`src/rtl/pst_pkg.sv`:
```
`timescale 1ns / 1ps
package pst_pkg;

   localparam logic [23:0] LN2_Q24 = 24'd11629080;

   localparam logic [1:0] FUNC_EVENT    = 2'd0;
   localparam logic [1:0] FUNC_PARTICLE = 2'd1;
   localparam logic [1:0] FUNC_READ     = 2'd2;

   localparam logic [1:0] OBS_PT       = 2'd0;
   localparam logic [1:0] OBS_RAPIDITY = 2'd1;

   localparam logic [2:0] REG_CONTROL    = 3'd0;
   localparam logic [2:0] REG_VALUE_WIN  = 3'd1;
   localparam logic [2:0] REG_RAP_WIN    = 3'd2;
   localparam logic [2:0] REG_CENT_WIN   = 3'd3;
   localparam logic [2:0] REG_STATUS_WIN = 3'd4;
   localparam logic [2:0] REG_ID_LIST    = 3'd5;
   localparam logic [2:0] REG_BIN_SCALE  = 3'd6;
   localparam logic [2:0] REG_CENT_EN    = 3'd7;

   typedef struct packed {
      logic [5:0]  control;
      logic [63:0] value_window;
      logic [63:0] rapidity_window;
      logic [31:0] centrality_window;
      logic [31:0] status_window;
      logic [63:0] id_list;
      logic [31:0] bin_scale;
      logic        centrality_enable;
   } cfg_type;

   // classified request as it travels through the queue
   typedef struct packed {
      logic [1:0]         func;
      logic               ev_pass;
      logic               part_ok;
      logic signed [31:0] mom_x;
      logic signed [31:0] mom_y;
      logic signed [31:0] mom_z;
      logic [30:0]        energy;
      logic [30:0]        mass;
      logic [5:0]         read_index;
   } cmd_type;

   typedef struct packed {
      logic [63:0] v;
      logic [63:0] r;
   } sqrt_type;

   // one digit of the bitwise integer square root
   function automatic sqrt_type sqrt_step(sqrt_type s, logic [63:0] b);
      sqrt_type    o;
      logic [63:0] t;
      t = s.r + b;
      if (s.v >= t) begin
         o.v = s.v - t;
         o.r = (s.r >> 1) + b;
      end else begin
         o.v = s.v;
         o.r = s.r >> 1;
      end
      return o;
   endfunction

   function automatic logic [31:0] abs32(logic signed [31:0] x);
      return x[31] ? 32'(-x) : 32'(x);
   endfunction

endpackage

```
`src/rtl/pst_front.sv`:
```
`timescale 1ns / 1ps
module pst_front #(
   parameter int MAX_IDS = 4
) (
   input  logic               req_valid,
   output logic               req_ready,
   input  logic [1:0]         req_func,
   input  logic [15:0]        req_impact_param,
   input  logic [15:0]        req_particle_status,
   input  logic signed [15:0] req_particle_id,
   input  logic signed [31:0] req_mom_x,
   input  logic signed [31:0] req_mom_y,
   input  logic signed [31:0] req_mom_z,
   input  logic [30:0]        req_energy_in,
   input  logic [30:0]        req_mass_in,
   input  logic [5:0]         req_read_index,
   input  pst_pkg::cfg_type   cfg,
   input  logic               clearing,
   input  logic               q_full,
   output logic               push,
   output pst_pkg::cmd_type   push_cmd
);
   import pst_pkg::*;

   logic        cent_ok, stat_ok, id_ok, anti;
   logic [2:0]  nids;
   logic [15:0] slot;
   logic [16:0] id17, negslot;

   always_comb begin
      anti    = cfg.control[2];
      nids    = (cfg.control[5:3] > 3'(MAX_IDS)) ? 3'(MAX_IDS) : cfg.control[5:3];
      id17    = {req_particle_id[15], req_particle_id};
      id_ok   = 1'b0;
      slot    = '0;
      negslot = '0;
      for (int k = 0; k < MAX_IDS; k++) begin
         slot    = cfg.id_list[16*k +: 16];
         negslot = 17'(-{slot[15], slot});
         if (3'(k) < nids && (req_particle_id == slot || (anti && id17 == negslot))) begin
            id_ok = 1'b1;
         end
      end
      stat_ok = req_particle_status >= cfg.status_window[15:0]
                && req_particle_status <= cfg.status_window[31:16];
      cent_ok = !cfg.centrality_enable
                || (req_impact_param >= cfg.centrality_window[15:0]
                    && req_impact_param <= cfg.centrality_window[31:16]);

      push_cmd.func       = req_func;
      push_cmd.ev_pass    = cent_ok;
      push_cmd.part_ok    = stat_ok && id_ok;
      push_cmd.mom_x      = req_mom_x;
      push_cmd.mom_y      = req_mom_y;
      push_cmd.mom_z      = req_mom_z;
      push_cmd.energy     = req_energy_in;
      push_cmd.mass       = req_mass_in;
      push_cmd.read_index = req_read_index;
   end

   assign req_ready = !q_full && !clearing;
   assign push      = req_valid && req_ready;
endmodule

```
`config.mk`:
```
export PLATFORM = sky130hd
export DESIGN_NAME = pst_front
export DESIGN_NICKNAME = d
export VERILOG_FILES = /design/src/rtl/pst_pkg.sv /design/src/rtl/pst_front.sv
export SDC_FILE = /design/constraint.sdc
export NUM_CORES = 1
export LEC_CHECK = 0
export BUFFER_PORTS_ARGS = -buffer_cell sky130_fd_sc_hd__buf_2
export CAP_MARGIN = 25
export CELL_PAD_IN_SITES_DETAIL_PLACEMENT = 0
export CELL_PAD_IN_SITES_GLOBAL_PLACEMENT = 1
export CORE_AREA = 2 2 269 271
export DETAILED_ROUTE_END_ITERATION = 16
export DIE_AREA = 0 0 271 273
export PLACE_DENSITY = 0.46
export REMOVE_ABC_BUFFERS = 1
export SYNTH_ARGS = -nofsm -noshare
export SYNTH_HDL_FRONTEND = slang
export SYNTH_SLANG_ARGS = --single-unit
```
`constraint.sdc`:
```
create_clock -name vclk -period 2.7
set_input_delay 0.135 -clock vclk [all_inputs]
set_output_delay 0.135 -clock vclk [all_outputs]
set_load 0.01 [all_outputs]
```
== Word level (Yosys, flattened, before mapping) ==
Cells that the tools add are included.

* Muxes and demuxes: 5
* Equality and inequality tests: 8
* Magnitude comparators: 9
* $add $sub $neg: 4
* Reductions and logical operators: 21

{| class="wikitable"
|+ Operator list
! kind !! count
|-
| == test 17 bit || 4
|-
| negator 17 bit || 4
|-
| == test 16 bit || 4
|-
| greater-or-equal comparator 16 bit || 2
|-
| less-or-equal comparator 16 bit || 2
|-
| logical AND 1 bit || 13
|-
| less-than comparator 1 x 3 -> 1 bit, first input constant || 2
|-
| less-than comparator 2 x 3 -> 1 bit, first input constant || 2
|-
| logical OR 1 bit || 5
|-
| 2-to-1 mux 1 bit || 4
|-
| > comparator 3 bit, second input constant || 1
|-
| logical NOT 1 bit || 3
|-
| 2-to-1 mux 3 bit || 1
|}

* Register bits after elaboration: 0
* Logic and storage cells: 47
* Input bits: 512

== Longest topological paths before layout ==
Gate-level depths: netlist of the first run.

* Word-level depth: 10
* Mapped depth: 11
* Mapped depth without buffers: 10

== Worst setup path before layout of the first run ==
No wires, ideal clock.

* Kind: input port to output port
* From: input cfg[81] (netlist bit)
* To: output push_cmd[164] (netlist bit)
* Data required time: 2565 ps
* Arrival: 2196 ps
* Cell stages on the path: 11
* Slack: 369 ps
* Cells stage by stage: inv_1 > ha_1 > or4b_1 > clkbuf_1 > or3_1 > xnor2_1 > a211o_1 > a22oi_1 > a32oi_1 > nand4_1 > o211a_1

{| class="wikitable"
|+ RTL lines
! element !! RTL line !! source
|-
| from (decl) || pst_front.sv:17 || <nowiki>input pst_pkg::cfg_type cfg,</nowiki>
|-
| to (decl) || pst_front.sv:21 || <nowiki>output pst_pkg::cmd_type push_cmd</nowiki>
|}

==> summary.txt, run 1 <==
Pwr
  • VDD IR max: between 0.08 and 0.09 mV
  • Lkg Pwr: between 3 and 4 nW
  • Pwr Density: approximately 130 nW/um2

Critical path
  • Crit-path max cell delay: 0.49 ns
  • Worst path top cell family by delay: simple AND/OR/NAND/NOR gates
  • Crit path launch: cfg[82]
  • CP max-delay cell: or4b_4
  • Critical path class: in2out
  • Crit path top cell by count: or3_4
  • Crit path cell chain: buf_8 > inv_4 > ha_4 > or4b_4 > or3_4 > or3_4 > a22oi_2 > a32oi_2 > nand4_1 > buf_4 > o211a_1 > buf_6
  • WP data arrival: ~2.6 ns
  • CP startpoint kind: primary input
  • WP buf/inv: 4
  • CP endpoint kind: primary output
  • Worst EP required: approximately 2.6 ns
  • Critical path peak fanout: 4

STA
  • Worst hold slack: about 0.27 ns
  • Final period utilization: between 90% and 100%
  • Pins Over Slew Limit: 0
  • Fmax achieved: roughly 370 MHz
  • RSZ-0062 raised after global routing: true
  • Max_slew headroom: 67.6%
  • Final hold violation count: 0
  • Setup-failing EPs final: 0
  • Post-layout minimum cycle time: ~2.7 ns
  • Post-route setup TNS: 0 ns
  • Worst Max-Slew Pin Slew: 0.481 ns

Hold path
  • Hold endpoint: push_cmd[46]
  • Hold path start: req_energy_in[9]
  • Cell depth of the worst hold path: 0
  • Worst Hold Class: in2out

Synth
  • Synth warnings: 0
  • Simple-gate share of the synthesized area: 23.1%
  • Seq/Total Area, Yosys: 0%
  • Synthesized-area fraction occupied by adder cells: between 10% and 20%
  • Post-synthesis compound-gate area fraction: between 10% and 20%
  • XOR/XNOR share of the synthesized area: between 10% and 20%
  • Mapped cell area: about 5500 um2
  • Cells after Synth: approximately 750
  • Synth cell types: 65
  • Largest family of logic cells by synthesized area: buffers and inverters
  • Mean Syn Cell Area: just over 7 um2
  • Multiplexer share of the synthesized area: under 10%

Floorplan
  • Die Width: between 200 and 300 um
  • Die height: 273 um
  • I/O pin cnt: roughly 680
  • Core area: 71,000 um2
  • Initial core utilization: 7.70%
  • Die area: 74,000 um2
  • Row count: between 90 and 100

GRT
  • Vias in the first global route: about 6,100
  • Largest net degree at the start of global routing: 10
  • First-pass GRT wire length: 72,500 um
  • GRT Util Overall: approximately 15%
  • Grt ovf: 0
  • Initial antenna violation count: 21

Cells and area
  • CLK BUF: 0
  • Reg area: 0 um2
  • Post-route design area: approximately 7300 um2
  • Share of cells above drive strength 1: between 30% and 40%
  • Area grow syn2layout: 32.8%
  • Commonest non-fill, non-tap cells in the layout: buf_2 (183), buf_4 (111), inv_1 (74), ha_1 (67), xor2_1 (57)
  • Sequential cell count: 0
  • Most common cell after layout, fill and taps aside: buf_2
  • Final #Nets: 1,446

Routing
  • Router iterations before antenna repair: 4
  • Final wirelength: 59,900 um
  • Wire length per cell: approximately 33 um
  • Drt via density: roughly 3.2
  • DRT antenna net count: 0
  • Via Count: 5,791
  • DR iter-0 viols: 243
  • Post-route DRC violation count: 0

CTS
  • Hold buffer count at cts: 0

Flow run
  • Max cap viols: 0

Placement
  • Area after DPL: 7060 um2
  • GP Congestion: approximately 0.94
  • DPL Wire Length: ~58,000 um
  • Buffers added on ports: between 150 and 200

Outcome
  • Outcome: finished clean
==> cells in the mapped netlist (9+ instances only) <==
cell      number  area (um2)
or4_1          9        67.6
nor2_1        26        97.6
xnor2_1       45         394
inv_1         76         285
o21ai_0       13        65.1
nor4_1        25         156
nand2_1       23        86.3
xor2_1        57         499
clkbuf_1      17        63.8
a21oi_1       19        95.1
nand4_1       21         131
buf_4        167        1250
a21o_1        15         113
nor3_1        24         120
nand3_1       22         110
ha_1          68         851
nor2b_1       16         100
==> worst max path at each step <==
stage                          to  depth (start not counted)
floorplan           push_cmd[164]                         10
global placement    push_cmd[164]                         14
detailed placement  push_cmd[164]                         16
CTS                 push_cmd[164]                         16
global route        push_cmd[164]                         11
finish              push_cmd[164]                         12
==> metrics by stage <==
step / util, % / power, mW / std cells / setup WS (ns)
6_report: 10.2 / 0.975 / 1819 / 0.0128
5_1_grt: 10.2 / 1.09 / 1819 / -0.140
4_1_cts: 10.1 / 0.981 / 1815 / -0.212
3_5_place_dp: 9.95 / 0.964 / 1814 / -0.427
3_3_place_gp: 9.95 / 0.960 / 1814 / -0.427
2_1_floorplan: - / 0.424 / 564 / 0.403
==> routing by layer <==
layer | track usage (%) | share of wire [%]
met3 | 8.03 | 13
met5 | 0.0642 | 0.20
met1 | 8.65 | 19
met4 | 9.09 | 6.8
met2 | 34.3 | 61
==> final cells by class <==
cell class | count | area (um2)
timing repair buffer | 300 | 1820
fill | 8295 | 63700
inverter | 76 | 290
tap | 950 | 1190
antenna | 5 | 12.5
multi-input combinational | 488 | 3950
==> what timing repair did <==
item,CTS,global route
gates resized for setup,21,15
pin swaps,9,8
setup buffers,1,0
endpoints found under the setup margin,1,1
==> report_power, final <==
group / switching (mW) / leakage, nW / internal (mW)
logic: 0.518 / 3.20 / 0.457
clock network: 0 / 0.0000317 / 0.000000255
registers: 0 / 0 / 0
==> kinds of logic after synthesis <==
family	after synthesis
xor gates and xnor gates	102
AOI/OAI and AO/OA	99
adders and majority gates	68
buffers and inverters	265
muxes	9
and+or+nand+nor	210
Power figures use the tool's default switching activity.
==> inputs of run 2 (changes only) <==
--- a/config.mk
+++ b/config.mk
@@ -13,6 +13,7 @@
 export DETAILED_ROUTE_END_ITERATION = 16
 export DIE_AREA = 0 0 271 273
 export PLACE_DENSITY = 0.46
+export RECOVER_POWER = 100
 export REMOVE_ABC_BUFFERS = 1
 export SYNTH_ARGS = -nofsm -noshare
 export SYNTH_HDL_FRONTEND = slang
==> summary.txt, run 2 (synthesized netlist as in run 1, its figures left out) <==
Outcome
  • Outcome: finished clean (unchanged)

Placement
  • GP Congestion: 0.939 (unchanged)
  • Dpl cells: 1,814 (unchanged)
  • Buffers added on ports: 188 (unchanged)
  • DPL Wire Length: 57,500 um (unchanged)
  • Pre-CTS setup slack: -0.427 ns (unchanged)

Pwr
  • Lkg Pwr: 3.20 nW (about the same)
  • Sequential Power Share: 0% (about the same)
  • Net Sw Frac: 53.2% (was 53.1%)
  • Pwr Density: 134 nW/um2 (about the same)
  • VDD IR max: 0.0826 mV (was 0.0828 mV)
  • Combinational Power Share: 100.0% (about the same)
  • Clk pwr share: 0% (about the same)
  • Pint: 0.456 mW (was 0.457 mW)
  • Sw power: 0.518 mW (about the same)

Cells and area
  • Area grow syn2layout: 32.8% (about the same)
  • Most common cell after layout, fill and taps aside: buf_2 (unchanged)
  • Commonest non-fill, non-tap cells in the layout: buf_2 (181), buf_4 (111), inv_1 (74), ha_1 (67), xor2_1 (57) (was buf_2 (183), buf_4 (111), inv_1 (74), ha_1 (67), xor2_1 (57))
  • Reg area: 0 um2 (unchanged)
  • Sequential cell count: 0 (unchanged)
  • Share of cells above drive strength 1: 38.7% (was 38.9%)
  • CLK BUF: 0 (unchanged)
  • Final #Nets: 1,446 (unchanged)
  • Finished Layout Cells: 1,819 (unchanged)
  • Final core utilization: 10.2% (about the same)
  • Layout fillers: 8,297 (was 8,295)
  • Area of the multi-input gates: 3950 um2 (unchanged)

GRT
  • Grt ovf: 0 (unchanged)
  • Most used routing layer: met2 (unchanged)
  • Initial antenna violation count: 21 (unchanged)
  • First-pass GRT wire length: 72,500 um (unchanged)
  • GR Util met1: 8.65% (unchanged)
  • Met3 Use GR: 8.03% (unchanged)
  • Vias in the first global route: 6,069 (unchanged)
  • Largest net degree at the start of global routing: 10 (unchanged)
  • GRT Util Overall: 15.4% (unchanged)
  • GR Util met2: 34.3% (unchanged)

Flow run
  • Max cap viols: 0 (unchanged)

Routing
  • Final wirelength: 59,900 um (about the same)
  • DR iter-0 viols: 234 (was 243)
  • Router iterations before antenna repair: 4 (unchanged)
  • Wire length per cell: 32.9 um (about the same)
  • Drt via density: 3.19 (was 3.18)
  • Via Count: 5,794 (was 5,791)
  • DRT antenna net count: 0 (unchanged)
  • Post-route DRC violation count: 0 (unchanged)

STA
  • Worst Max-Slew Pin Slew: 0.558 ns (was 0.481 ns)
  • Pins Over Slew Limit: 0 (unchanged)
  • Post-layout minimum cycle time: 2.69 ns (about the same)
  • Final hold violation count: 0 (unchanged)
  • Max_slew headroom: 63.0% (was 67.6%)
  • RSZ-0062 raised after global routing: true (unchanged)
  • Post-route setup TNS: 0 ns (unchanged)
  • Fmax achieved: 372 MHz (about the same)
  • Final period utilization: 99.5% (about the same)
  • Final setup margin: 0.0138 ns (was 0.0128 ns)
  • Setup-failing EPs final: 0 (unchanged)

Floorplan
  • Die Width: 271 um (unchanged)
  • Initial core utilization: 7.70% (unchanged)
  • I/O pin cnt: 682 (unchanged)
  • Die height: 273 um (unchanged)
  • Core area: 71,000 um2 (unchanged)
  • Row count: 98 (unchanged)
  • Die area: 74,000 um2 (unchanged)

Critical path
  • CP endpoint kind: primary output (unchanged)
  • Worst path top cell family by delay: simple AND/OR/NAND/NOR gates (unchanged)
  • Critical path peak fanout: 4 (unchanged)
  • Critical path class: in2out (unchanged)
  • Crit path top cell by count: or3_4 (unchanged)
  • WP buf/inv: 4 (unchanged)
  • CP startpoint kind: primary input (unchanged)
  • Crit path cell chain: buf_8 > inv_4 > ha_4 > or4b_4 > or3_4 > or3_4 > a22oi_2 > a32oi_2 > nand4_1 > buf_4 > o211a_1 > buf_6 (unchanged)
  • Crit-path max cell delay: 0.49 ns (about the same)
  • WP data arrival: 2.55 ns (about the same)
  • Worst EP required: 2.57 ns (about the same)
  • CP max-delay cell: or4b_4 (unchanged)

CTS
  • Hold buffer count at cts: 0 (unchanged)

Hold path
  • Worst Hold Class: in2out (unchanged)
==> run 2: worst paths after layout <==
check                             from       endpoint  slack, ns  depth (start not counted)
worst max-delay path           cfg[82]  push_cmd[164]       0.01                         12
worst min-delay path  req_energy_in[9]   push_cmd[46]       0.27                          0
==> run 2: timing repair <==
action | CTS | global route
resized for setup | 21 | 15
endpoints found under the setup margin | 1 | 1
pin swaps | 9 | 8
setup buffers | 1 | 0
==> run 2: area by class of cell <==
cell class,count,share of cell area (%)
inverters,76,4.00
multi-input cells,488,54.4
well taps,950,16.4
diodes,5,0.172
repair buffers,300,25.0
==> run 2: layer usage <==
| metal | vias to the layer above | part of all wire (%) |
|---|---|---|
| li1 | 2681 | - |
| met1 | 2544 | 19 |
| met2 | 445 | 61 |
| met3 | 102 | 13 |
| met4 | 22 | 6.8 |
| met5 | - | 0.20 |
==> run 2: per-stage QoR <==
stage          instance area, um2  power, mW  hold WS, ns
3_3_place_gp                 7060      0.960        0.270
2_1_floorplan                4090      0.424        0.270
4_1_cts                      7160      0.981        0.270
5_1_grt                      7260       1.09        0.270
3_5_place_dp                 7060      0.964        0.270
6_report                     7260      0.974        0.270
==> run 2: power groups by stage <==
stage	logic, mW	clock network, mW	registers (mW)
6_report	0.974	0.000000256	0
5_1_grt	1.09	0.000000253	0
4_1_cts	0.981	0	0
3_5_place_dp	0.964	0	0
3_3_place_gp	0.960	0	0
2_1_floorplan	0.424	0	0
==> inputs of run 3 (changes only) <==
--- a/config.mk
+++ b/config.mk
@@ -7,12 +7,10 @@
 export LEC_CHECK = 0
 export BUFFER_PORTS_ARGS = -buffer_cell sky130_fd_sc_hd__buf_2
 export CAP_MARGIN = 25
-export CELL_PAD_IN_SITES_DETAIL_PLACEMENT = 0
-export CELL_PAD_IN_SITES_GLOBAL_PLACEMENT = 1
 export CORE_AREA = 2 2 269 271
 export DETAILED_ROUTE_END_ITERATION = 16
 export DIE_AREA = 0 0 271 273
-export PLACE_DENSITY = 0.46
+export PLACE_DENSITY_LB_ADDON = 0.15
 export RECOVER_POWER = 100
 export REMOVE_ABC_BUFFERS = 1
 export SYNTH_ARGS = -nofsm -noshare
==> summary.txt, run 3 (synthesized netlist as in run 1, its figures left out) <==
Hold path
  • Hold path start: req_energy_in[19] (was req_energy_in[9])
  • Worst Hold Class: in2out (unchanged)
  • Hold endpoint: push_cmd[56] (was push_cmd[46])
  • Cell depth of the worst hold path: 0 (unchanged)

Cells and area
  • Sequential cell count: 0 (unchanged)
  • Final #Nets: 1,447 (was 1,446)
  • Finished Layout Cells: 1,818 (was 1,819)
  • Commonest non-fill, non-tap cells in the layout: buf_2 (183), buf_4 (107), inv_1 (74), ha_1 (67), xor2_1 (57) (was buf_2 (181), buf_4 (111), inv_1 (74), ha_1 (67), xor2_1 (57))
  • Share of cells above drive strength 1: 39.5% (was 38.7%)
  • Area grow syn2layout: 34.2% (was 32.8%)
  • Reg area: 0 um2 (unchanged)
  • Most common cell after layout, fill and taps aside: buf_2 (unchanged)
  • CLK BUF: 0 (unchanged)

GRT
  • Grt ovf: 0 (unchanged)
  • First-pass GRT wire length: 75,700 um (was 72,500 um)
  • GRT Util Overall: 16.3% (was 15.4%)
  • Largest net degree at the start of global routing: 10 (unchanged)
  • Initial antenna violation count: 16 (was 21)
  • Vias in the first global route: 5,886 (was 6,069)

Outcome
  • Outcome: finished clean (unchanged)

Routing
  • Final wirelength: 63,600 um (was 59,900 um)
  • Via Count: 5,721 (was 5,794)
  • Wire length per cell: 35.0 um (was 32.9 um)
  • DR iter-0 viols: 175 (was 234)
  • DRT antenna net count: 0 (unchanged)
  • Router iterations before antenna repair: 4 (unchanged)
  • Post-route DRC violation count: 0 (unchanged)
  • Drt via density: 3.15 (was 3.19)

STA
  • Pins Over Slew Limit: 0 (unchanged)
  • Worst Max-Slew Pin Slew: 0.671 ns (was 0.558 ns)
  • Max_slew headroom: 55.1% (was 63.0%)
  • Final hold violation count: 0 (unchanged)
  • Fmax achieved: 376 MHz (was 372 MHz)
  • Post-route setup TNS: 0 ns (unchanged)
  • RSZ-0062 raised after global routing: true (unchanged)
  • Setup-failing EPs final: 0 (unchanged)
  • Post-layout minimum cycle time: 2.66 ns (was 2.69 ns)
  • Final period utilization: 98.6% (was 99.5%)

Critical path
  • CP max-delay cell: or4b_4 (unchanged)
  • CP startpoint kind: primary input (unchanged)
  • CP endpoint kind: primary output (unchanged)
  • Worst EP required: 2.57 ns (about the same)
  • Critical path class: in2out (unchanged)
  • Crit-path max cell delay: 0.52 ns (was 0.49 ns)
  • WP data arrival: 2.53 ns (was 2.55 ns)
  • Crit path cell chain: buf_8 > inv_4 > ha_4 > or4b_4 > or3_4 > xnor2_2 > a211o_1 > a22oi_2 > a32oi_4 > nand4_1 > o211a_1 > buf_2 (was buf_8 > inv_4 > ha_4 > or4b_4 > or3_4 > or3_4 > a22oi_2 > a32oi_2 > nand4_1 > buf_4 > o211a_1 > buf_6)
  • Critical path peak fanout: 5 (was 4)

Floorplan
  • Core area: 71,000 um2 (unchanged)
  • Die area: 74,000 um2 (unchanged)
  • Row count: 98 (unchanged)
  • Die Width: 271 um (unchanged)
  • Initial core utilization: 7.70% (unchanged)
  • Die height: 273 um (unchanged)
  • I/O pin cnt: 682 (unchanged)

Pwr
  • Net Sw Frac: 52.9% (was 53.2%)
  • Clk pwr share: 0% (about the same)
  • Pwr Density: 133 nW/um2 (was 134 nW/um2)
  • VDD IR max: 0.0575 mV (was 0.0826 mV)
  • Pint: 0.460 mW (was 0.456 mW)
  • Combinational Power Share: 100.0% (about the same)
  • Sequential Power Share: 0% (about the same)
  • Sw power: 0.518 mW (about the same)
  • Lkg Pwr: 3.22 nW (was 3.20 nW)
  • Power Total: 0.978 mW (was 0.974 mW)

Placement
  • DPL Wire Length: 60,700 um (was 57,500 um)
  • Buffers added on ports: 188 (unchanged)
  • Dpl cells: 1,810 (was 1,814)
  • GP Congestion: 1.01 (was 0.939)

Flow run
  • Max cap viols: 0 (unchanged)

CTS
  • Hold buffer count at cts: 0 (unchanged)
[run 3: worst max-delay path by stage]
| stage | end | from | depth (start not counted) | slack (ns) |
|---|---|---|---|---|
| after CTS | push_cmd[164] | cfg[82] | 12 | -0.15 |
| after floorplan | push_cmd[164] | cfg[81] | 10 | 0.40 |
| after global routing | push_cmd[164] | cfg[82] | 14 | -0.12 |
| final | push_cmd[164] | cfg[82] | 12 | 0.04 |
| after detailed placement | push_cmd[164] | cfg[66] | 13 | -0.39 |
| after global placement | push_cmd[164] | cfg[66] | 13 | -0.49 |
[run 3: metal layers]
layer / vias up / wire [um] / global-route usage (%)
met2: 474 / 37500 / 35.9
met4: 10 / 5290 / 9.83
met3: 106 / 7980 / 8.65
met1: 2443 / 12600 / 9.26
met5: - / 122 / 0.963
li1: 2688 / - / -
[run 3: power groups by stage]
stage / logic (mW) / registers [mW] / clock network [mW]
6_report: 0.978 / 0 / 0.000000150
3_5_place_dp: 0.964 / 0 / 0
3_3_place_gp: 0.973 / 0 / 0
5_1_grt: 1.09 / 0 / 0.000000151
2_1_floorplan: 0.424 / 0 / 0
4_1_cts: 0.985 / 0 / 0
[run 3: layout make-up]
class | instances | area, um2
Inverter | 76 | 290
Timing Repair Buffer | 301 | 1860
Multi-Input combinational cell | 488 | 3990
Tap cell | 950 | 1190
Antenna cell | 3 | 7.51
Fill cell | 8365 | 63700
[run 3: metrics by stage]
stage          setup slack (ns)  hold WS [ns]  util, %  area, um2
4_1_cts                  -0.146         0.270     10.1       7190
3_5_place_dp             -0.393         0.270     9.96       7070
2_1_floorplan             0.403         0.270        -       4090
6_report                 0.0377         0.270     10.3       7340
5_1_grt                  -0.125         0.270     10.3       7340
3_3_place_gp             -0.490         0.270     9.96       7070
[run 3: critical path: cells and delay by family]
| family | cells | cell delay (ns) |
|---|---|---|
| AO/OA/AOI/OAI | 4 | 0.77 |
| XOR/XNOR | 1 | 0.15 |
| adder cells (fa/ha/maj) | 1 | 0.12 |
| buffers and inverters | 3 | 0.28 |
| AND/OR/NAND/NOR | 3 | 1.07 |
[run 3: repair_timing]
| item | 4_1_cts | 5_1_grt |
|---|---|---|
| hold endpoints to repair | 0 | 0 |
| endpoints found under the setup margin | 1 | 1 |
| gates resized for setup | 18 | 28 |
| buffers inserted | 3 | 2 |
| pin swaps | 9 | 15 |
